$ cat src/rtl/core/hbpc_pkg.sv
`timescale 1ns / 1ps
// ----------------------------------------------------------------------------
// Hall BLDC commutator package
// Shared widths, register map, mode codes and sector helpers.
// ----------------------------------------------------------------------------
package hbpc_pkg;

  localparam int SIXTY_DEG     = 10923;
  localparam int AMP_FRAC_BITS = 15;

  localparam int SECTOR_W = 3;
  localparam int DATA_W   = 16;
  localparam int CFG_W    = 15;
  localparam int MODE_W   = 2;
  localparam int PROD_W   = DATA_W + 1 + CFG_W;
  localparam int CLAMP_W  = CFG_W + 2;

  localparam int IN_TDATA_W  = 40;
  localparam int OUT_TDATA_W = 6 * DATA_W;
  localparam int APB_ADDR_W  = 4;
  localparam int APB_DATA_W  = 32;

  localparam logic [DATA_W-1:0] HALF_TURN = 16'h8000;

  localparam logic [1:0] REG_DRIVE_MODE      = 2'd0;
  localparam logic [1:0] REG_HALF_PWM_PERIOD = 2'd1;
  localparam logic [1:0] REG_SHORT_PULSE     = 2'd2;
  localparam logic [1:0] REG_STALL_TICKS     = 2'd3;

  localparam logic [MODE_W-1:0] MODE_CLOSED_LOOP = 2'd0;
  localparam logic [MODE_W-1:0] MODE_VF_OPEN     = 2'd1;
  localparam logic [MODE_W-1:0] MODE_ANGLE_OPEN  = 2'd2;

  localparam logic [CFG_W-1:0] RST_HALF_PWM_PERIOD = 15'd1000;
  localparam logic [CFG_W-1:0] RST_SHORT_PULSE     = 15'd20;
  localparam logic [CFG_W-1:0] RST_STALL_TICKS     = 15'd1000;

  localparam logic [SECTOR_W-1:0] LAST_SECTOR = 3'd5;

  function automatic logic [SECTOR_W-1:0] sector_succ(input logic [SECTOR_W-1:0] s);
    logic [SECTOR_W-1:0] r;
    r = (s == LAST_SECTOR) ? '0 : s + 1'b1;
    return r;
  endfunction

  function automatic logic [SECTOR_W-1:0] sector_pred(input logic [SECTOR_W-1:0] s);
    logic [SECTOR_W-1:0] r;
    r = (s == '0) ? LAST_SECTOR : s - 1'b1;
    return r;
  endfunction

endpackage

$ cat src/rtl/core/hbpc_serial_div.sv
`timescale 1ns / 1ps
// ----------------------------------------------------------------------------
// Serial constant-dividend divider
// Restoring division of a fixed dividend by an unsigned divisor, one quotient
// bit per cycle, most significant bit first.
// ----------------------------------------------------------------------------
module hbpc_serial_div
  import hbpc_pkg::*;
#(
  parameter int DIVIDEND = SIXTY_DEG
) (
  input  logic                                 clk,
  input  logic                                 rst,
  input  logic                                 start,
  input  logic [CFG_W-1:0]                     divisor,
  output logic                                 busy,
  output logic [$clog2(DIVIDEND + 1)-1:0]      quotient
);

  localparam int QW = $clog2(DIVIDEND + 1);
  localparam int CW = $clog2(QW + 1);
  localparam logic [QW-1:0] DIVIDEND_BITS = QW'(DIVIDEND);

  logic [CFG_W-1:0] rem;
  logic [CFG_W-1:0] dvs;
  logic [QW-1:0]    quo;
  logic [CW-1:0]    cnt;
  logic [CFG_W:0]   partial;
  logic             fits;

  always_comb begin
    partial = {rem, quo[QW-1]};
    fits    = partial >= {1'b0, dvs};
  end

  always_ff @(posedge clk) begin
    if (rst) begin
      cnt <= '0;
    end else if (start) begin
      cnt <= CW'(QW);
    end else if (cnt != '0) begin
      cnt <= cnt - 1'b1;
    end
  end

  always_ff @(posedge clk) begin
    if (start) begin
      rem <= '0;
      quo <= DIVIDEND_BITS;
      dvs <= divisor;
    end else if (cnt != '0) begin
      rem <= fits ? CFG_W'(partial - {1'b0, dvs}) : CFG_W'(partial);
      quo <= QW'({quo, fits});
    end
  end

  assign busy     = (cnt != '0);
  assign quotient = quo;

endmodule

$ cat src/rtl/core/hbpc_serial_mul.sv
`timescale 1ns / 1ps
// ----------------------------------------------------------------------------
// Serial signed-by-unsigned multiplier
// Shift-and-add multiplier that consumes one multiplier bit per cycle and
// shifts the product out through the low half of the accumulator.
// ----------------------------------------------------------------------------
module hbpc_serial_mul
  import hbpc_pkg::*;
(
  input  logic                     clk,
  input  logic                     rst,
  input  logic                     start,
  input  logic signed [DATA_W-1:0] multiplicand,
  input  logic [CFG_W-1:0]         multiplier,
  output logic                     busy,
  output logic signed [PROD_W-1:0] product
);

  localparam int CW = $clog2(CFG_W + 1);

  logic signed [DATA_W:0]   hi;
  logic [CFG_W-1:0]         lo;
  logic signed [DATA_W-1:0] mcand;
  logic [CW-1:0]            cnt;
  logic signed [DATA_W:0]   sum;

  always_comb begin
    sum = hi + (lo[0] ? {mcand[DATA_W-1], mcand} : '0);
  end

  always_ff @(posedge clk) begin
    if (rst) begin
      cnt <= '0;
    end else if (start) begin
      cnt <= CW'(CFG_W);
    end else if (cnt != '0) begin
      cnt <= cnt - 1'b1;
    end
  end

  always_ff @(posedge clk) begin
    if (start) begin
      hi    <= '0;
      lo    <= multiplier;
      mcand <= multiplicand;
    end else if (cnt != '0) begin
      hi <= {sum[DATA_W], sum[DATA_W:1]};
      lo <= {sum[0], lo[CFG_W-1:1]};
    end
  end

  assign busy    = (cnt != '0);
  assign product = {hi, lo};

endmodule

$ cat src/rtl/core/hall_bldc_position_commutator.sv
`timescale 1ns / 1ps
// ----------------------------------------------------------------------------
// Hall BLDC position commutator
// Tracks the Hall sector of one motor per modulator tick, estimates speed and
// interpolated rotor angle, and produces six-step compare values.
//
//   Channel   Direction  Content
//   s_axis    in         hall_sector, commanded_speed, amplitude
//   m_axis    out        angle, speed, edge period, compares U, V, W
//   apb       in/out     drive_mode, half_pwm_period, short_pulse, stall_ticks
//
// Each beat passes from acceptance to result through the serial multiplier
// (one bit of half_pwm_period per cycle, the divider finishing first), a state
// that sees both units idle, a clamp state and an output load state. The next
// beat is accepted in the cycle after the load at the earliest, so no beat is
// taken before the last is through. The result waits in an output register; a
// second result holds the block until the first is taken. Reset is synchronous.
// ----------------------------------------------------------------------------
module hall_bldc_position_commutator
  import hbpc_pkg::*;
#(
  parameter int SIXTY_DEGREES = SIXTY_DEG
) (
  input  logic                   clk,
  input  logic                   rst,
  // hall_sector [2:0], commanded_speed [18:3], amplitude [34:19]
  input  logic [IN_TDATA_W-1:0]  s_tdata,
  input  logic                   s_tvalid,
  output logic                   s_tready,
  // rotor_angle [15:0], rotor_speed [31:16], edge_period [47:32],
  // compare_u [63:48], compare_v [79:64], compare_w [95:80]
  output logic [OUT_TDATA_W-1:0] m_tdata,
  output logic                   m_tvalid,
  input  logic                   m_tready,
  input  logic                   psel,
  input  logic                   penable,
  input  logic                   pwrite,
  input  logic [APB_ADDR_W-1:0]  paddr,
  input  logic [APB_DATA_W-1:0]  pwdata,
  output logic [APB_DATA_W-1:0]  prdata,
  output logic                   pready
);

  localparam int QW         = $clog2(SIXTY_DEGREES + 1);
  localparam int HALF_SIXTY = SIXTY_DEGREES / 2;
  localparam logic [DATA_W-1:0] SIXTY = DATA_W'(SIXTY_DEGREES);

  typedef enum logic [1:0] {ST_IDLE, ST_RUN, ST_CLAMP, ST_OUT} state_t;
  typedef enum logic [1:0] {SPD_CMD, SPD_ZERO, SPD_DIV, SPD_KEEP} spd_sel_t;

  state_t state;

  logic [MODE_W-1:0] drive_mode;
  logic [CFG_W-1:0]  half_pwm_period;
  logic [CFG_W-1:0]  short_pulse;
  logic [CFG_W-1:0]  stall_ticks;

  logic [SECTOR_W-1:0]     last_sector;
  logic [SECTOR_W-1:0]     expected_sector;
  logic [DATA_W-1:0]       tick_count;
  logic [DATA_W-1:0]       angle_reg;
  logic [DATA_W-1:0]       window_low;
  logic [DATA_W-1:0]       window_high;
  logic signed [DATA_W-1:0] speed_reg;
  logic signed [DATA_W-1:0] period_reg;

  logic [SECTOR_W-1:0]      j_sector;
  logic                     j_open;
  logic [DATA_W-1:0]        j_base;
  spd_sel_t                 j_sel;
  logic signed [DATA_W-1:0] j_cmd;
  logic                     j_neg;
  logic signed [CLAMP_W-1:0] q_clamped;
  logic signed [CLAMP_W-1:0] z_clamped;

  logic [SECTOR_W-1:0]      in_sector;
  logic signed [DATA_W-1:0] in_cmd;
  logic signed [DATA_W-1:0] in_amp;
  logic                     accept;
  logic                     cfg_write;
  logic                     out_load;
  logic                     open_loop;
  logic                     is_edge;
  logic                     forward;
  logic                     below_stall;
  logic                     stall_hit;
  logic [DATA_W-1:0]        stall_ext;
  logic [DATA_W-1:0]        tc1;
  logic signed [DATA_W-1:0] tc2;
  logic [DATA_W-1:0]        edge_angle;
  logic [DATA_W-1:0]        base_next;
  spd_sel_t                 sel_next;
  logic [CFG_W-1:0]         divisor;

  logic                     div_busy;
  logic [QW-1:0]            quotient;
  logic                     mul_busy;
  logic signed [PROD_W-1:0] product;

  logic signed [DATA_W-1:0]  speed_next;
  logic [DATA_W-1:0]         angle_sum;
  logic [DATA_W-1:0]         angle_next;
  logic signed [PROD_W-1:0]  q_shift;
  logic signed [PROD_W-1:0]  lim_lo;
  logic signed [PROD_W-1:0]  lim_hi;
  logic signed [CLAMP_W-1:0] q_next;
  logic signed [CLAMP_W-1:0] z_next;
  logic [DATA_W-1:0]         half16;
  logic [DATA_W-1:0]         cmp_pos;
  logic [DATA_W-1:0]         cmp_neg;
  logic [DATA_W-1:0]         cmp_zero;
  logic [DATA_W-1:0]         cmp_u;
  logic [DATA_W-1:0]         cmp_v;
  logic [DATA_W-1:0]         cmp_w;

  assign in_sector = s_tdata[2:0];
  assign in_cmd    = s_tdata[18:3];
  assign in_amp    = s_tdata[34:19];
  assign s_tready  = (state == ST_IDLE);
  assign accept    = s_tvalid && s_tready;
  assign pready    = 1'b1;
  assign cfg_write = psel && penable && pwrite && pready;
  assign out_load  = (state == ST_OUT) && (!m_tvalid || m_tready);

  always_comb begin
    unique case (paddr[3:2])
      REG_DRIVE_MODE:      prdata = APB_DATA_W'(drive_mode);
      REG_HALF_PWM_PERIOD: prdata = APB_DATA_W'(half_pwm_period);
      REG_SHORT_PULSE:     prdata = APB_DATA_W'(short_pulse);
      REG_STALL_TICKS:     prdata = APB_DATA_W'(stall_ticks);
      default:             prdata = '0;
    endcase
  end

  // Sector edge, stall, base angle, speed source and divisor decisions for the incoming beat.
  always_comb begin
    open_loop   = (drive_mode == MODE_VF_OPEN) || (drive_mode == MODE_ANGLE_OPEN);
    is_edge     = (in_sector != last_sector);
    forward     = (in_sector == sector_succ(last_sector));
    stall_ext   = {1'b0, stall_ticks};
    below_stall = (tick_count < stall_ext);
    tc1         = (in_sector != expected_sector) ? stall_ext : tick_count;
    tc2         = forward ? $signed(tc1) : -$signed(tc1);
    stall_hit   = (tc1 == stall_ext);
    edge_angle  = DATA_W'(32'(in_sector) * 32'(SIXTY_DEGREES) - 32'(HALF_SIXTY));
    divisor     = (tc1 == '0) ? CFG_W'(1) : tc1[CFG_W-1:0];

    if (open_loop || !is_edge) begin
      base_next = angle_reg;
    end else if (forward) begin
      base_next = edge_angle;
    end else begin
      base_next = edge_angle + SIXTY;
    end

    if (open_loop) begin
      if (drive_mode == MODE_ANGLE_OPEN && !is_edge && !below_stall) begin
        sel_next = SPD_ZERO;
      end else begin
        sel_next = SPD_CMD;
      end
    end else if (is_edge) begin
      sel_next = stall_hit ? SPD_ZERO : SPD_DIV;
    end else begin
      sel_next = below_stall ? SPD_KEEP : SPD_ZERO;
    end
  end

  hbpc_serial_div #(
    .DIVIDEND (SIXTY_DEGREES)
  ) u_div (
    .clk      (clk),
    .rst      (rst),
    .start    (accept),
    .divisor  (divisor),
    .busy     (div_busy),
    .quotient (quotient)
  );

  hbpc_serial_mul u_mul (
    .clk          (clk),
    .rst          (rst),
    .start        (accept),
    .multiplicand (in_amp),
    .multiplier   (half_pwm_period),
    .busy         (mul_busy),
    .product      (product)
  );

  // Speed, angle interpolation and amplitude clamp once the serial units are done.
  always_comb begin
    case (j_sel)
      SPD_CMD:  speed_next = j_cmd;
      SPD_ZERO: speed_next = '0;
      SPD_DIV:  speed_next = j_neg ? -$signed(DATA_W'(quotient)) : $signed(DATA_W'(quotient));
      default:  speed_next = speed_reg;
    endcase

    angle_sum  = j_base + speed_next;
    angle_next = angle_sum;
    if (!j_open) begin
      if (window_low < window_high) begin
        if (angle_sum < window_low) begin
          angle_next = window_low;
        end else if (angle_sum > window_high) begin
          angle_next = window_high;
        end
      end else begin
        if (angle_sum > window_high && angle_sum <= HALF_TURN) begin
          angle_next = window_high;
        end else if (angle_sum < window_low && angle_sum >= HALF_TURN) begin
          angle_next = window_low;
        end
      end
    end

    q_shift = product >>> AMP_FRAC_BITS;
    lim_lo  = PROD_W'($signed({2'b00, short_pulse}) - $signed({2'b00, half_pwm_period}));
    lim_hi  = PROD_W'($signed({2'b00, half_pwm_period}) - $signed({2'b00, short_pulse}));
    if (q_shift < lim_lo) begin
      q_next = CLAMP_W'(lim_lo);
    end else if (q_shift > lim_hi) begin
      q_next = CLAMP_W'(lim_hi);
    end else begin
      q_next = CLAMP_W'(q_shift);
    end
    if (lim_lo > 0) begin
      z_next = CLAMP_W'(lim_lo);
    end else if (lim_hi < 0) begin
      z_next = CLAMP_W'(lim_hi);
    end else begin
      z_next = '0;
    end
  end

  // Six-step compare mapping per sector.
  always_comb begin
    half16   = DATA_W'(half_pwm_period);
    cmp_pos  = half16 - DATA_W'(q_clamped);
    cmp_neg  = half16 + DATA_W'(q_clamped);
    cmp_zero = half16 - DATA_W'(z_clamped);
    case (j_sector)
      3'd0: begin
        cmp_u = cmp_zero; cmp_v = cmp_pos;  cmp_w = cmp_neg;
      end
      3'd1: begin
        cmp_u = cmp_neg;  cmp_v = cmp_pos;  cmp_w = cmp_zero;
      end
      3'd2: begin
        cmp_u = cmp_neg;  cmp_v = cmp_zero; cmp_w = cmp_pos;
      end
      3'd3: begin
        cmp_u = cmp_zero; cmp_v = cmp_neg;  cmp_w = cmp_pos;
      end
      3'd4: begin
        cmp_u = cmp_pos;  cmp_v = cmp_neg;  cmp_w = cmp_zero;
      end
      3'd5: begin
        cmp_u = cmp_pos;  cmp_v = cmp_zero; cmp_w = cmp_neg;
      end
      default: begin
        cmp_u = cmp_zero; cmp_v = cmp_zero; cmp_w = cmp_zero;
      end
    endcase
  end

  always_ff @(posedge clk) begin
    if (rst) begin
      state           <= ST_IDLE;
      m_tvalid        <= 1'b0;
      m_tdata         <= '0;
      drive_mode      <= MODE_CLOSED_LOOP;
      half_pwm_period <= RST_HALF_PWM_PERIOD;
      short_pulse     <= RST_SHORT_PULSE;
      stall_ticks     <= RST_STALL_TICKS;
      last_sector     <= '0;
      expected_sector <= '0;
      tick_count      <= '0;
      angle_reg       <= '0;
      window_low      <= '0;
      window_high     <= '0;
      speed_reg       <= '0;
      period_reg      <= '0;
    end else begin
      if (cfg_write) begin
        unique case (paddr[3:2])
          REG_DRIVE_MODE:      drive_mode      <= pwdata[MODE_W-1:0];
          REG_HALF_PWM_PERIOD: half_pwm_period <= pwdata[CFG_W-1:0];
          REG_SHORT_PULSE:     short_pulse     <= pwdata[CFG_W-1:0];
          REG_STALL_TICKS:     stall_ticks     <= pwdata[CFG_W-1:0];
          default: ;
        endcase
      end

      if (out_load) begin
        m_tvalid <= 1'b1;
        m_tdata  <= {cmp_w, cmp_v, cmp_u, period_reg, speed_reg, angle_reg};
      end else if (m_tready) begin
        m_tvalid <= 1'b0;
      end

      unique case (state)
        ST_IDLE: begin
          if (accept) begin
            last_sector <= in_sector;
            if (is_edge) begin
              window_low      <= edge_angle;
              window_high     <= edge_angle + SIXTY;
              expected_sector <= tc2[DATA_W-1] ? sector_pred(in_sector)
                                               : sector_succ(in_sector);
              period_reg      <= tc2;
              tick_count      <= '0;
            end else if (below_stall) begin
              tick_count <= tick_count + 1'b1;
            end else begin
              period_reg <= $signed(stall_ext);
            end
            state <= ST_RUN;
          end
        end
        ST_RUN: begin
          if (!div_busy && !mul_busy) begin
            state <= ST_CLAMP;
          end
        end
        ST_CLAMP: begin
          speed_reg <= speed_next;
          angle_reg <= angle_next;
          state     <= ST_OUT;
        end
        ST_OUT: begin
          if (out_load) begin
            state <= ST_IDLE;
          end
        end
        default: state <= ST_IDLE;
      endcase
    end
  end

  always_ff @(posedge clk) begin
    if (accept) begin
      j_sector <= in_sector;
      j_open   <= open_loop;
      j_base   <= base_next;
      j_sel    <= sel_next;
      j_cmd    <= in_cmd;
      j_neg    <= !forward && (tc1 != '0);
    end
    if (state == ST_CLAMP) begin
      q_clamped <= q_next;
      z_clamped <= z_next;
    end
  end

`ifndef SYNTHESIS
  assert property (@(posedge clk) disable iff (rst) !tick_count[DATA_W-1])
    else $error("tick count has gone negative");

  assert property (@(posedge clk) disable iff (rst)
    (state == ST_OUT && !j_open && window_low < window_high)
    |-> (angle_reg >= window_low && angle_reg <= window_high))
    else $error("closed-loop angle lies outside the sector window");

  assert property (@(posedge clk) disable iff (rst)
    (s_tvalid && s_tready) |=> (state == ST_RUN && div_busy && mul_busy))
    else $error("serial units did not start on an accepted beat");
`endif

endmodule

$ cat config.mk
export PLATFORM = sky130hd
export DESIGN_NAME = hall_bldc_position_commutator
export DESIGN_NICKNAME = d
export VERILOG_FILES = /design/src/rtl/core/hbpc_pkg.sv /design/src/rtl/core/hbpc_serial_div.sv /design/src/rtl/core/hbpc_serial_mul.sv /design/src/rtl/core/hall_bldc_position_commutator.sv
export SDC_FILE = /design/constraint.sdc
export NUM_CORES = 1
export LEC_CHECK = 0
export CORE_MARGIN = 3
export CORE_UTILIZATION = 31
export DETAILED_ROUTE_END_ITERATION = 10
export DONT_BUFFER_PORTS = 1
export PLACE_DENSITY = 0.41
export REMOVE_ABC_BUFFERS = 1
export SYNTH_ARGS = -nofsm -noshare
export SYNTH_HDL_FRONTEND = slang
export SYNTH_SLANG_ARGS = --single-unit
$ cat constraint.sdc
create_clock -name clk -period 12 [get_ports clk]
set_input_delay 0.6 -clock clk [delete_from_list [all_inputs] [get_ports clk]]
set_output_delay 0.6 -clock clk [all_outputs]
set_load 0.01 [all_outputs]
* After elaboration in Yosys (flattened, before gate mapping)
Cells that the tools add are included.
** Word-level totals
- Bits in read-only memories :: 0
- Bits in latches :: 0
- Memories :: 0
- RAM bits :: 0
- Word-level logic and storage cells :: 182
- Bits in registers :: 418
** Cells by class
- Magnitude comparators :: 11
- Multiplexer cells :: 47
- Shift operators :: 0
- Reductions and logical operators :: 48
- Add/subtract/negate cells :: 18
- Multipliers :: 1
- Divide/modulo/power cells :: 0
- Eq/ne operators :: 25
- Bitwise logic cells :: 0
** Operators by type and width (count)
- 2-to-1 mux 16 bit :: 19
- one-hot mux 32 bit (4 select lines) :: 1
- one-hot mux 16 bit (2 select lines) :: 3
- less-than comparator 16 bit :: 3
- one-hot mux 16 bit (3 select lines) :: 1
- 2-to-1 mux 15 bit :: 3
- > comparator 16 bit :: 2
- subtractor 15 x 15 -> 16 bit :: 2
- subtractor 15 x 16 -> 16 bit :: 2
- adder 17 bit :: 1
- 2-to-1 mux 17 bit :: 1
- adder 15 x 16 -> 16 bit :: 1
- adder 16 x 1 -> 16 bit, second input constant :: 1
- adder 16 x 14 -> 16 bit, second input constant :: 1
- adder 16 bit :: 1
- == test 16 x 15 -> 1 bit :: 1
- greater-or-equal comparator 16 x 15 -> 1 bit :: 1
- greater-or-equal comparator 16 bit, second input constant :: 1
- > comparator 16 x 1 -> 1 bit, second input constant :: 1
- less-or-equal comparator 16 bit, second input constant :: 1
- logical NOT 16 bit :: 1
- less-than comparator 16 x 1 -> 1 bit, second input constant :: 1
- less-than comparator 16 x 15 -> 1 bit :: 1
- multiplier 3 x 14 -> 16 bit, second input constant :: 1
- 32 further kinds :: 99

* Depth between registers and ports, before layout
Gate-level depths: netlist (run 1).
- Depth after elaboration :: 10
- Mapped depth :: 29

* Modules after synthesis
A second synthesis (run 1) with hierarchy kept.
** Unflattened totals
- Cells, all modules :: 3419
- Area, all modules :: 28267.1 µm²
** Modules (own cells, without submodules)
- hall_bldc_position_commutator :: instances 1, area each 22993.3 µm², seq. area each 7096.8 µm², cells an instance 2893
- hbpc_serial_mul :: instances 1, area each 2671.3 µm², seq. area each 1331.3 µm², cells an instance 245
- hbpc_serial_div :: instances 1, area each 2602.5 µm², seq. area each 1111.1 µm², cells an instance 281

* Worst setup path after synthesis (run 1)
Ideal clock, no wire load.
- Path kind :: register -> register
- Start :: register u_div.quo[2], in the netlist u_div.quotient[2]
- End :: register angle_reg[13]
- Data arrival time :: 5.256 ns
- Clock period less this slack :: 5.383 ns
- Data required time :: 11.872 ns
- Setup slack :: 6.617 ns
- Stages on the path, launching flop included :: 25
- Cells stage by stage :: dfxtp_1 nor3_1 nand2_1 or2_2 o21ai_0 xor2_1 nand2b_1 a32o_1 ha_1 a21o_1 a221o_1 a21o_1 a311o_1 ha_1 inv_1 nand3_1 a21oi_1 a2111oi_0 o311ai_1 o311ai_4 nor2_4 buf_6 mux2_1 a21oi_1 o21ai_1
** On the way
- Cells in the longest elaborated chain, start to end :: 10
- Elaborated cells on any way between the ends :: 16
- Classes of those cells :: add/sub (2); order compare (4); mux (8); reduce/logical (2)
** Ends and longest elaborated chain
- start, declared :: line hbpc_serial_div.sv:26 : logic [QW-1:0] quo;
- start signal, assigned :: line hbpc_serial_div.sv:53 : quo <= QW'({quo, fits});
- negation 14 -> 16 bit (*) :: line hall_bldc_position_commutator.sv:195 : SPD_DIV: speed_next = j_neg ? -$signed(DATA_W'(quotient)) : $signed(DATA_W'(quotient));
- 2-to-1 mux 16 bit (*) :: line hall_bldc_position_commutator.sv:195
- one-hot mux 16 bit (3 select lines) (*) :: line hall_bldc_position_commutator.sv:192 : case (j_sel)
- via speed_next[7] :: line hall_bldc_position_commutator.sv:100 : logic signed [DATA_W-1:0] speed_next;
- adder 16 bit (*) :: line hall_bldc_position_commutator.sv:199 : angle_sum = j_base + speed_next;
- less-than comparator 16 bit / greater-or-equal comparator 16 bit (equally long branches) :: line hall_bldc_position_commutator.sv:203, hall_bldc_position_commutator.sv:211
- logical AND 1 bit :: line hall_bldc_position_commutator.sv:211 : end else if (angle_sum < window_low && angle_sum >= HALF_TURN) begin
- 2-to-1 mux 16 bit :: line hall_bldc_position_commutator.sv:211
- 2-to-1 mux 16 bit :: line hall_bldc_position_commutator.sv:209 : if (angle_sum > window_high && angle_sum <= HALF_TURN) begin
- 2-to-1 mux 16 bit :: line hall_bldc_position_commutator.sv:202 : if (window_low < window_high) begin
- 2-to-1 mux 16 bit (*) :: line hall_bldc_position_commutator.sv:201 : if (!j_open) begin
- end signal, assigned :: line hall_bldc_position_commutator.sv:328 : angle_reg <= angle_next;
- end, declared :: line hall_bldc_position_commutator.sv:61 : logic [DATA_W-1:0] angle_reg;
The timed path passes the listed nets; every way through them passes the cells marked *.
A chain may end at the register's enable or synchronous reset.

* Final worst setup path (run 1)
- Start :: register j_sel[1]
- End :: register angle_reg[2]
** On the way
- Cells in the longest elaborated chain, start to end :: 9
- Elaborated cells on any way between the ends :: 17
- Classes of those cells :: add/sub (1); order compare (4); eq/ne (2); mux (7); reduce/logical (3)
** Ends and longest elaborated chain
- start, declared :: line hall_bldc_position_commutator.sv:70 : spd_sel_t j_sel;
- start signal, assigned :: line hall_bldc_position_commutator.sv:346 : j_sel <= sel_next;
- == test 2 bit, or another cell as far along :: line hall_bldc_position_commutator.sv:192
- one-hot mux 16 bit (3 select lines) (*) :: line hall_bldc_position_commutator.sv:192
- via speed_next[0] :: line hall_bldc_position_commutator.sv:100
- adder 16 bit (*) :: line hall_bldc_position_commutator.sv:199
- less-than comparator 16 bit / greater-or-equal comparator 16 bit (equally long branches) :: line hall_bldc_position_commutator.sv:203, hall_bldc_position_commutator.sv:211
- logical AND 1 bit :: line hall_bldc_position_commutator.sv:211
- 2-to-1 mux 16 bit :: line hall_bldc_position_commutator.sv:211
- 2-to-1 mux 16 bit :: line hall_bldc_position_commutator.sv:209
- 2-to-1 mux 16 bit :: line hall_bldc_position_commutator.sv:202
- 2-to-1 mux 16 bit (*) :: line hall_bldc_position_commutator.sv:201
Marks and branches as above.

==> flow_summary.toml, run 1 <==
[clock_tree]
postCtsSetupBuffers = 0
cts_max_level = 2
clk_pin_slew_ns = 0.06
clock_insertion_delay_worst_skew_ns = 0.64
root_buffer = "clkbuf_16"
cts_buffers = 53
cts_tree = "yes"
cts_buffer_depth = 3
numClockSinks = 417

[die]
die_x_um = 307.3
row_count = 109
dieArea_um2 = 94410
ioPinCount = 214
die_y_um = 307.3
core_area_um2 = 89190
initial_core_util_pct = 31.54

[routing]
post_drt_wl_per_cell_um = 21.15
first_pass_iters = 7
wl_mm = 95.80
antenna_left = 0
first_iter_violations = 1637
vias = 24176
drc = 0
viasPerCell = 5.338

[status]
status = "complete, no violations"

[layout]
final_core_util_pct = 34.66
mostFrequentLayoutCell = "nand2_1"
largest_reg_flops = 96
area_growth_pct = 9.882
nNetsFinal = 3642
top_register = "m_tdata"
final_layout_size_suffix_gt1_share_pct = 5.531
final_cell_area_um2 = 30910
final_cell_mix = "455 x nand2_1, 323 x a21oi_1, 300 x dfxtp_1, 256 x nor2_1, 235 x inv_1"
fillCellCount = 9361

[global_routing]
antenna_found_initial = 5
grt_pass1_vias = 23114
grt-ovfl-total = 0
grt_usage_pct = 19.66
grt-busiest-layer = "met2"
met3_usage_pct = 3.260
grt.met1_usage_pct = 28.40
grt_pass1_wl_mm = 144.2
grt_max_degree = 219
met2_usage_pct = 30.31

[power]
leakage_uw = 0.01234
power_per_cell_area_nw_per_um2 = 246.7
totalPowerFinal_uw = 7628
peakVddDrop_mv = 0.1309

[worst_setup_path]
rr_worst_depth = 23
reg2reg_to = "angle_reg[2]"
crit_path_start_kind = "register"
crit_type = "reg2reg"
crit_fanout = 20
worstPathArrival_ns = 7.47
slowest_delay_ns = 0.63
timing.rr.start = "j_sel[1]"
slowest_stage = "xnor2_1"
setup.worst_path.end_class = "register"
r2r_slack_ns = 5.01
path_cells = "buf_4, nor2_1, buf_4, a22o_1, ha_1, inv_1, fa_1, nand2b_1, a211oi_1, nor2_1, xnor2_1, ha_1, a21oi_1, a21boi_0, o21ai_0, nand3_1, a211oi_1, o41a_1, o311ai_4, nor2_4, mux2_2, a21oi_1, o21ai_1"
worstPathRequired_ns = 12.48

[synth]
synthesis.area_um2 = 28130
synthFlopType = "dfxtp_1"
synth-edff-count = 117
synthCells = 3410
syn_area_per_cell_um2 = 8.251
async_reset_ff_share_pct = 0
ys_types = 94
synth_warnings = 0
synth-seq-cells = 417
seq_area_frac_synth_pct = 33.83

[min_path]
whs_path_depth = 0
hold_class = "in2reg"
worstHoldStart = "s_tdata[34]"
whs_endpoint = "u_mul.mcand[15]"

[sta]
hold_slack_ns = 0.05505
min_period_ns = 6.990
finalSetupViolations = 0
rsz0062_at_grt = "false"
finalMaxSlewViolations = 0
hold_violations = 0
fmax_mhz = 143.1
tns_ns = 0
finClkSkew_ns = 0.02680
worst_pin_slew_ns = 1.232
finalCritPeriodShare_pct = 58.25
relSlewSlack_pct = 17.84

[flow_run]
maxCapViolCount = 0

[place]
place_congestion = 0.8670
hpwl_mm = 71.04
port_buffers = 0
detailed_place.area_um2 = 29100
## how the worst max path moves through the flow
stage                        start       endpoint  slack, ns
after floorplan           j_sel[0]  angle_reg[13]       6.30
after global placement    j_sel[1]   angle_reg[2]       5.11
after detailed placement  j_sel[0]   angle_reg[2]       5.06
after CTS                 j_sel[0]   angle_reg[2]       5.04
after global routing      j_sel[0]   angle_reg[2]       4.64
final                     j_sel[1]   angle_reg[2]       5.01
## timing repair
action / CTS / global route
hold buffers: 4 / 1
endpoints found under the hold margin: 4 / 1
resized for setup: 0 / 0
## critical path, delay by kind of cell, from the launching register on
kind / cells / cell delay, ns
adder cells (fa/ha/maj): 3 / 1.07
AO/OA/AOI/OAI: 10 / 2.48
AND/OR/NAND/NOR: 5 / 1.22
flip-flops: 1 / 0.38
buffers and inverters: 3 / 0.62
multiplexers: 1 / 0.41
XOR/XNOR: 1 / 0.63
## power by group
group	leakage (uW)	switching, uW	total, uW	internal, uW
logic	0.00792	2400	3850	1460
registers	0.00357	301	2130	1830
clock network	0.000862	674	1640	969
## cell type report
class	instances	area, um^2	area share [%]
multi-input cells	2577	17020	55.04
flip-flops and latches	417	9519	30.79
well taps	1165	1458	4.715
clock buffers	69	1428	4.618
inverters	237	892.1	2.886
clock inverters	29	331.6	1.073
repair buffers	34	267.8	0.8661
diodes	1	2.502	0.008095
## through the flow
stage	instances	worst slack [ns]
global route	4528	4.640
CTS	4527	5.042
global placement	4425	5.113
finish	4529	5.010
detailed placement	4425	5.059
floorplan	3231	6.298
## per-layer routing
layer | vias to the layer above | share of wire [%]
li1 | 11874 | -
met1 | 11622 | 49
met2 | 573 | 43
met3 | 105 | 5.2
met4 | 2 | 2.4
met5 | - | 0.013
## synth_stat cells (12+ instances only)
library cell    n  share of area [%]
buf_1          18               0.24
a21o_1         47                1.3
o22ai_1        12               0.27
o21ai_0       176                3.1
a21boi_0       20               0.53
edfxtp_1      117                 12
a211oi_1       54                1.4
o21a_1         27               0.72
nand4_1        23               0.51
or2_2          13               0.29
dfxtp_1       300                 21
mux2_2         21               0.84
ha_1          231                 10
nand3_1        60                1.1
nor3_1         66                1.2
or3_1          27               0.60
o31ai_1        15               0.40
a21oi_1       324                5.8
buf_4          18               0.48
xor2_1         50                1.6
o21ai_1        16               0.28
nor2b_1        37               0.82
nand2_1       457                6.1
xnor2_1       114                3.5
nor4_1         15               0.33
o21bai_1       20               0.53
and3_1         14               0.31
nor2_1        257                3.4
inv_1         236                3.1
mux2i_1       109                3.9
o211ai_1       39                1.0
a31oi_1        17               0.38
nand2b_1       49                1.1
clkbuf_1      154                2.1
a32o_1         14               0.50
a221oi_1       21               0.65
a22o_1         16               0.50
and2_1         33               0.73
## cells by family after synthesis
group / count (synthesis) / synth area share, %
flip-flops: 417 / 33.83
AND/OR/NAND/NOR: 1089 / 17.54
buffers and inverters: 432 / 6.070
multiplexers: 141 / 5.332
XOR/XNOR: 165 / 5.185
AO/OA/AOI/OAI: 925 / 21.17
other: 2 / 0.02669
adder cells (fa/ha/maj): 239 / 10.84
Power figures use the tool's default switching activity.
==> run 2: changes to the inputs <==
==> constraint.sdc (replaced) <==
create_clock -name clk -period 6.9 [get_ports clk]
set_input_delay 0.345 -clock clk [delete_from_list [all_inputs] [get_ports clk]]
set_output_delay 0.345 -clock clk [all_outputs]
set_load 0.01 [all_outputs]
==> run 2 against run 1 <==
  * Power grew 77%
  * Clock power grew 82%
  * Combinational power grew 77%
  * Hold slack gained 0.029 ns
  * Sequential power grew 75%
  * Register-to-register slack lost 4.5 ns
  * Fmax grew 10%
  * Critical path type unchanged
  * Final cell count grew 1.4%
  * Via count grew 0.74%
  * Global-route usage grew 0.43 points
  * Worst setup slack lost 4.5 ns
  * Sequential share of layout area shrank 0.74 points
==> flow_summary.toml, run 2 (synthesis results as in run 1) <==
[layout]
multi_input_area_um2 = 17020
final_layout_size_suffix_gt1_share_pct = 5.985
final_cells = 4593
mostFrequentLayoutCell = "nand2_1"
final_core_util_pct = 35.51
nNetsFinal = 3704
largest_reg_flops = 96
area_growth_pct = 12.58
final_cell_mix = "455 x nand2_1, 323 x a21oi_1, 300 x dfxtp_1, 256 x nor2_1, 235 x inv_1"
top_register = "m_tdata"
fillCellCount = 9280
seq_area_um2 = 9519

[power]
intPower_uw = 7625
switchingPower_uw = 5911
clkPwrFrac_pct = 22.1
pwr-share-comb_pct = 50.4
netSwitchingFraction_pct = 43.67
leakage_uw = 0.01269
power_per_cell_area_nw_per_um2 = 427.4
peakVddDrop_mv = 0.2542
p_seq_share_pct = 27.5

[die]
ioPinCount = 214
die_x_um = 307.3
initial_core_util_pct = 31.54
die_y_um = 307.3
dieArea_um2 = 94410
row_count = 109
core_area_um2 = 89190

[clock_tree]
cts_buffers = 52
cts_tree = "yes"
clk_pin_slew_ns = 0.06
cts_buffer_depth = 3
numClockSinks = 417
root_buffer = "clkbuf_16"
clock_insertion_delay_worst_skew_ns = 0.63
postCtsSetupBuffers = 0
cts_max_level = 2

[worst_setup_path]
rr_worst_depth = 22
worstPathArrival_ns = 6.81
path_cells = "nor3_1, nand2_1, or2_2, o21ai_0, xor2_1, nand2b_1, a32o_1, ha_1, a21o_1, a221o_1, a22oi_2, and2_1, o21ai_0, xnor2_1, ha_1, and2_1, nand4b_1, o221ai_2, nand2_2, mux2_2, a221oi_1, o21ai_1"
crit_fanout = 16
reg2reg_to = "angle_reg[2]"
startpoint = "u_div.quotient[2]"
crit_type = "reg2reg"
slowest_delay_ns = 0.54
setup.worst_path.end_class = "register"
critical_path.endpoint = "angle_reg[2]"
crit_path_start_kind = "register"
slowest_stage = "xnor2_1"
timing.rr.start = "u_div.quotient[2]"
worstPathRequired_ns = 7.37
r2r_slack_ns = 0.55

[global_routing]
antenna_found_initial = 6
grt_pass1_wl_mm = 146.5
grt_pass1_vias = 23607
grt_usage_pct = 20.09
grt-ovfl-total = 0
grt_max_degree = 202

[sta]
hold_slack_ns = 0.08379
fmax_mhz = 157.6
finClkSkew_ns = 0.02453
tns_ns = 0
finalSetupViolations = 0
min_period_ns = 6.346
setup_slack_ns = 0.5537
rsz0062_at_grt = "false"
worst_pin_slew_ns = 1.207
finalCritPeriodShare_pct = 91.98
hold_violations = 0
finalMaxSlewViolations = 0
relSlewSlack_pct = 19.07

[place]
port_buffers = 0
dp.cells = 4438
pre_cts_ws_ns = 0.5639
hpwl_mm = 71.34
place_congestion = 0.8627

[routing]
drc = 0
viasPerCell = 5.303
post_drt_wl_per_cell_um = 21.19
wl_mm = 97.30
antenna_left = 0
first_pass_iters = 5
vias = 24355
first_iter_violations = 1463

[flow_run]
maxCapViolCount = 0

[status]
status = "complete, no violations"

[min_path]
hold_class = "in2reg"
## run 2: changes by cell type in the layout (fill, tap and decap cells not counted), moves of 3 or more
cell / before / now
buf_12: 0 / 3
clkinv_1: 5 / 2
clkbuf_8: 2 / 11
buf_4: 29 / 40
clkinv_2: 13 / 6
dlygate4sd3_1: 5 / 53
## run 2: per-layer routing
layer  vias to the layer above  track usage (%)  wire (um)
li1                      11975                -          -
met1                     11655            28.85      47790
met2                       590            30.79      41700
met3                       133            3.191       4976
met4                         2            6.308       2827
met5                         -                0         13
## run 2: timing repair
action / 4_1_cts / 5_1_grt
gates resized for setup: 0 / 0
hold buffers: 55 / 0
endpoints found under the hold margin: 250 / 0
## run 2: worst min path at each step
stage	depth (start not counted)	from	endpoint	slack, ns
floorplan	1	rst	expected_sector[1]	0.41
global placement	0	s_tdata[21]	u_mul.mcand[2]	0.44
detailed placement	0	s_tdata[4]	j_cmd[1]	0.44
CTS	3	rst	tick_count[12]	0.02
global route	3	rst	angle_reg[0]	0.07
finish	2	s_tdata[0]	j_base[1]	0.08
## run 2: final cells by class
| cell class | instances | area share (%) |
|---|---|---|
| antenna | 3 | 0.02370 |
| clock buffer | 78 | 5.033 |
| clock inverter | 19 | 0.8454 |
| inverter | 237 | 2.817 |
| multi-input combinational | 2577 | 53.73 |
| sequential | 417 | 30.05 |
| tap | 1165 | 4.602 |
| timing repair buffer | 97 | 2.900 |
## run 2: worst max-delay path, delay by kind of cell, from the launching register on
family                     cells  cell delay [ns]
xor gates and xnor gates       2             0.71
adders and majority gates      2             0.72
DFF                            1             0.37
muxes                          1             0.41
AOI/OAI and AO/OA              9             2.14
and+or+nand+nor                8             1.83
## run 2: stage by stage
stage	cell area, um^2	power (uW)
6_report	31670	13540
5_1_grt	31670	14570
4_1_cts	31670	13640
3_5_place_dp	29230	10510
3_3_place_gp	29230	10410
2_1_floorplan	27380	8413
## run 2: power by group through the flow
stage	logic, uW	registers (uW)	clock network [uW]
finish	6830	3720	2990
global route	7600	3800	3170
CTS	6820	3730	3090
detailed placement	6730	3780	0
global placement	6650	3760	0
floorplan	4860	3560	0
==> run 3: changes to the inputs <==
--- a/config.mk
+++ b/config.mk
@@ -5,6 +5,7 @@
 export SDC_FILE = /design/constraint.sdc
 export NUM_CORES = 1
 export LEC_CHECK = 0
+export CAP_MARGIN = 0
 export CORE_MARGIN = 3
 export CORE_UTILIZATION = 31
 export DETAILED_ROUTE_END_ITERATION = 10
==> constraint.sdc (replaced) <==
create_clock -name clk -period 6.9 [get_ports clk]
set_input_delay 1.035 -clock clk [delete_from_list [all_inputs] [get_ports clk]]
set_output_delay 1.035 -clock clk [all_outputs]
set_load 0.01 [all_outputs]
==> run 3 against run 2 <==
  * Flip-flop and latch count stayed put
  * Final cell count decreased by 1.1%
  * Power decreased by 0.72%
  * Global-route usage down 0.28 points
  * Hold slack improved by 0.37 ns
  * Non-clock buffer count down 49
  * Register-to-register slack better by 0.07 ns
  * Design area is 2.0% lower
  * Critical path type unchanged
  * Critical endpoint is now angle_reg[13]
  * Highest routed layer is now met4
==> flow_summary.toml, run 3 (synthesis results as in run 1) <==
[worst_setup_path]
crit_fanout = 15
crit_path_start_kind = "register"
worstPathRequired_ns = 7.37
rr_worst_depth = 25
worstPathArrival_ns = 6.75
crit_type = "reg2reg"
setup.worst_path.end_class = "register"

[layout]
nNetsFinal = 3656
largest_reg_flops = 96
final_cell_mix = "455 x nand2_1, 323 x a21oi_1, 300 x dfxtp_1, 256 x nor2_1, 235 x inv_1"
area_growth_pct = 10.32
top_register = "m_tdata"
mostFrequentLayoutCell = "nand2_1"
num_antenna_cells = 0
fillCellCount = 9308
final_layout_size_suffix_gt1_share_pct = 6.128

[power]
totalPowerFinal_uw = 13440
clkPwrFrac_pct = 21.4
netSwitchingFraction_pct = 43.84
leakage_uw = 0.01244
peakVddDrop_mv = 0.3292
intPower_uw = 7548
pwr-share-comb_pct = 50.9
p_seq_share_pct = 27.7
power_per_cell_area_nw_per_um2 = 433.0
switchingPower_uw = 5891

[sta]
hold_violations = 0
tns_ns = 0
min_period_ns = 6.281
rsz0062_at_grt = "false"
worst_pin_slew_ns = 1.224
finalCritPeriodShare_pct = 91.02
finalMaxSlewViolations = 0
relSlewSlack_pct = 18.06
fmax_mhz = 159.2
finClkSkew_ns = 0.03170
finalSetupViolations = 0
setup_slack_ns = 0.6193

[routing]
wl_mm = 96.68
first_pass_iters = 5
vias = 24258
drc = 0
viasPerCell = 5.340
antenna_left = 0
post_drt_wl_per_cell_um = 21.28
first_iter_violations = 1654

[place]
place_congestion = 0.8768
port_buffers = 0
pre_cts_ws_ns = 0.6895
hpwl_mm = 71.85

[min_path]
hold_class = "reg2reg"
whs_path_depth = 2

[clock_tree]
clk_pin_slew_ns = 0.06
cts_max_level = 2
cts_buffers = 53
numClockSinks = 417
hold_buffers = 0
cts-resized-gates = 0
cts_buffer_depth = 3
root_buffer = "clkbuf_16"
cts_tree = "yes"
postCtsSetupBuffers = 0
clock_insertion_delay_worst_skew_ns = 0.62

[die]
row_count = 109
die_y_um = 307.3
die_x_um = 307.3
initial_core_util_pct = 31.54
dieArea_um2 = 94410
ioPinCount = 214
core_area_um2 = 89190

[global_routing]
grt_usage_pct = 19.81
grt-ovfl-total = 0
grt_pass1_wl_mm = 145.5
grt_max_degree = 219
antenna_found_initial = 1
grt_pass1_vias = 23260

[flow_run]
maxCapViolCount = 0

[status]
status = "complete, no violations"
==> run 3: changes by cell type in the layout (fill, tap and decap cells not counted), sizes merged <==
cell / change
diode: -3
clkinv: +2
dlygate4sd3: -53
inv: +3
bufinv: -2
clkinvlp: -1
buf: +4
==> run 3: final timing paths <==
| kind | startpoint | endpoint | slack, ns |
|---|---|---|---|
| worst max-delay path | u_div.quotient[2] | angle_reg[13] | 0.62 |
| worst min-delay path | period_reg[14] | m_tdata[46] | 0.46 |
| worst max register to register | u_div.quotient[2] | angle_reg[13] | 0.62 |
| worst min register to register | period_reg[14] | m_tdata[46] | 0.46 |
==> run 3: final cells by class <==
type / count / area [um^2] / area share [%]
repair buffers: 48 / 372.9 / 1.201
multi-input cells: 2577 / 17020 / 54.82
well taps: 1165 / 1458 / 4.696
inverters: 237 / 892.1 / 2.874
clock buffers: 78 / 1551 / 4.999
clock inverters: 21 / 229.0 / 0.7377
flip-flops and latches: 417 / 9519 / 30.67
==> run 3: layer usage <==
layer	GRT usage [%]	up-vias	part of all wire (%)
met5	0	-	0
met3	3.411	134	6.0
met2	30.47	633	43
li1	-	11878	-
met1	28.78	11613	49
met4	4.720	0	2.3
==> run 3: critical path, stage by stage, from the launching register on <==
cell       delay (ns)
dfxtp_1          0.37
nor3_1           0.33
nand2_1          0.11
or2_2            0.31
o21ai_0          0.21
xor2_1           0.17
nand2b_1         0.07
a32o_1           0.32
ha_1             0.39
a21o_1           0.22
a221o_1          0.44
a21o_1           0.25
nor2_1           0.12
a311o_1          0.31
ha_1             0.27
inv_1            0.08
nand3_1          0.08
a21oi_1          0.05
a2111oi_0        0.69
o311ai_1         0.31
o311ai_4         0.22
nor2_4           0.06
buf_12           0.18
mux2_1           0.31
a21oi_1          0.15
o21ai_1          0.10
==> run 3: power groups by stage <==
stage / registers, uW / logic, uW / clock network, uW
after floorplan: 3560 / 4860 / 0
after global placement: 3760 / 6730 / 0
after detailed placement: 3770 / 6810 / 0
after CTS: 3720 / 6840 / 2990
after global routing: 3790 / 7600 / 3080
final: 3720 / 6840 / 2880
==> run 3: metrics by stage <==
stage | hold slack, ns | std cells | instance area [um^2] | util (%)
after CTS | 0.4425 | 4543 | 31040 | 34.80
after floorplan | 0.4251 | 3231 | 27380 | -
final | 0.4552 | 4543 | 31040 | 34.80
after detailed placement | 0.4513 | 4444 | 29260 | 32.80
after global routing | 0.4560 | 4543 | 31040 | 34.80
after global placement | 0.4446 | 4444 | 29260 | 32.80
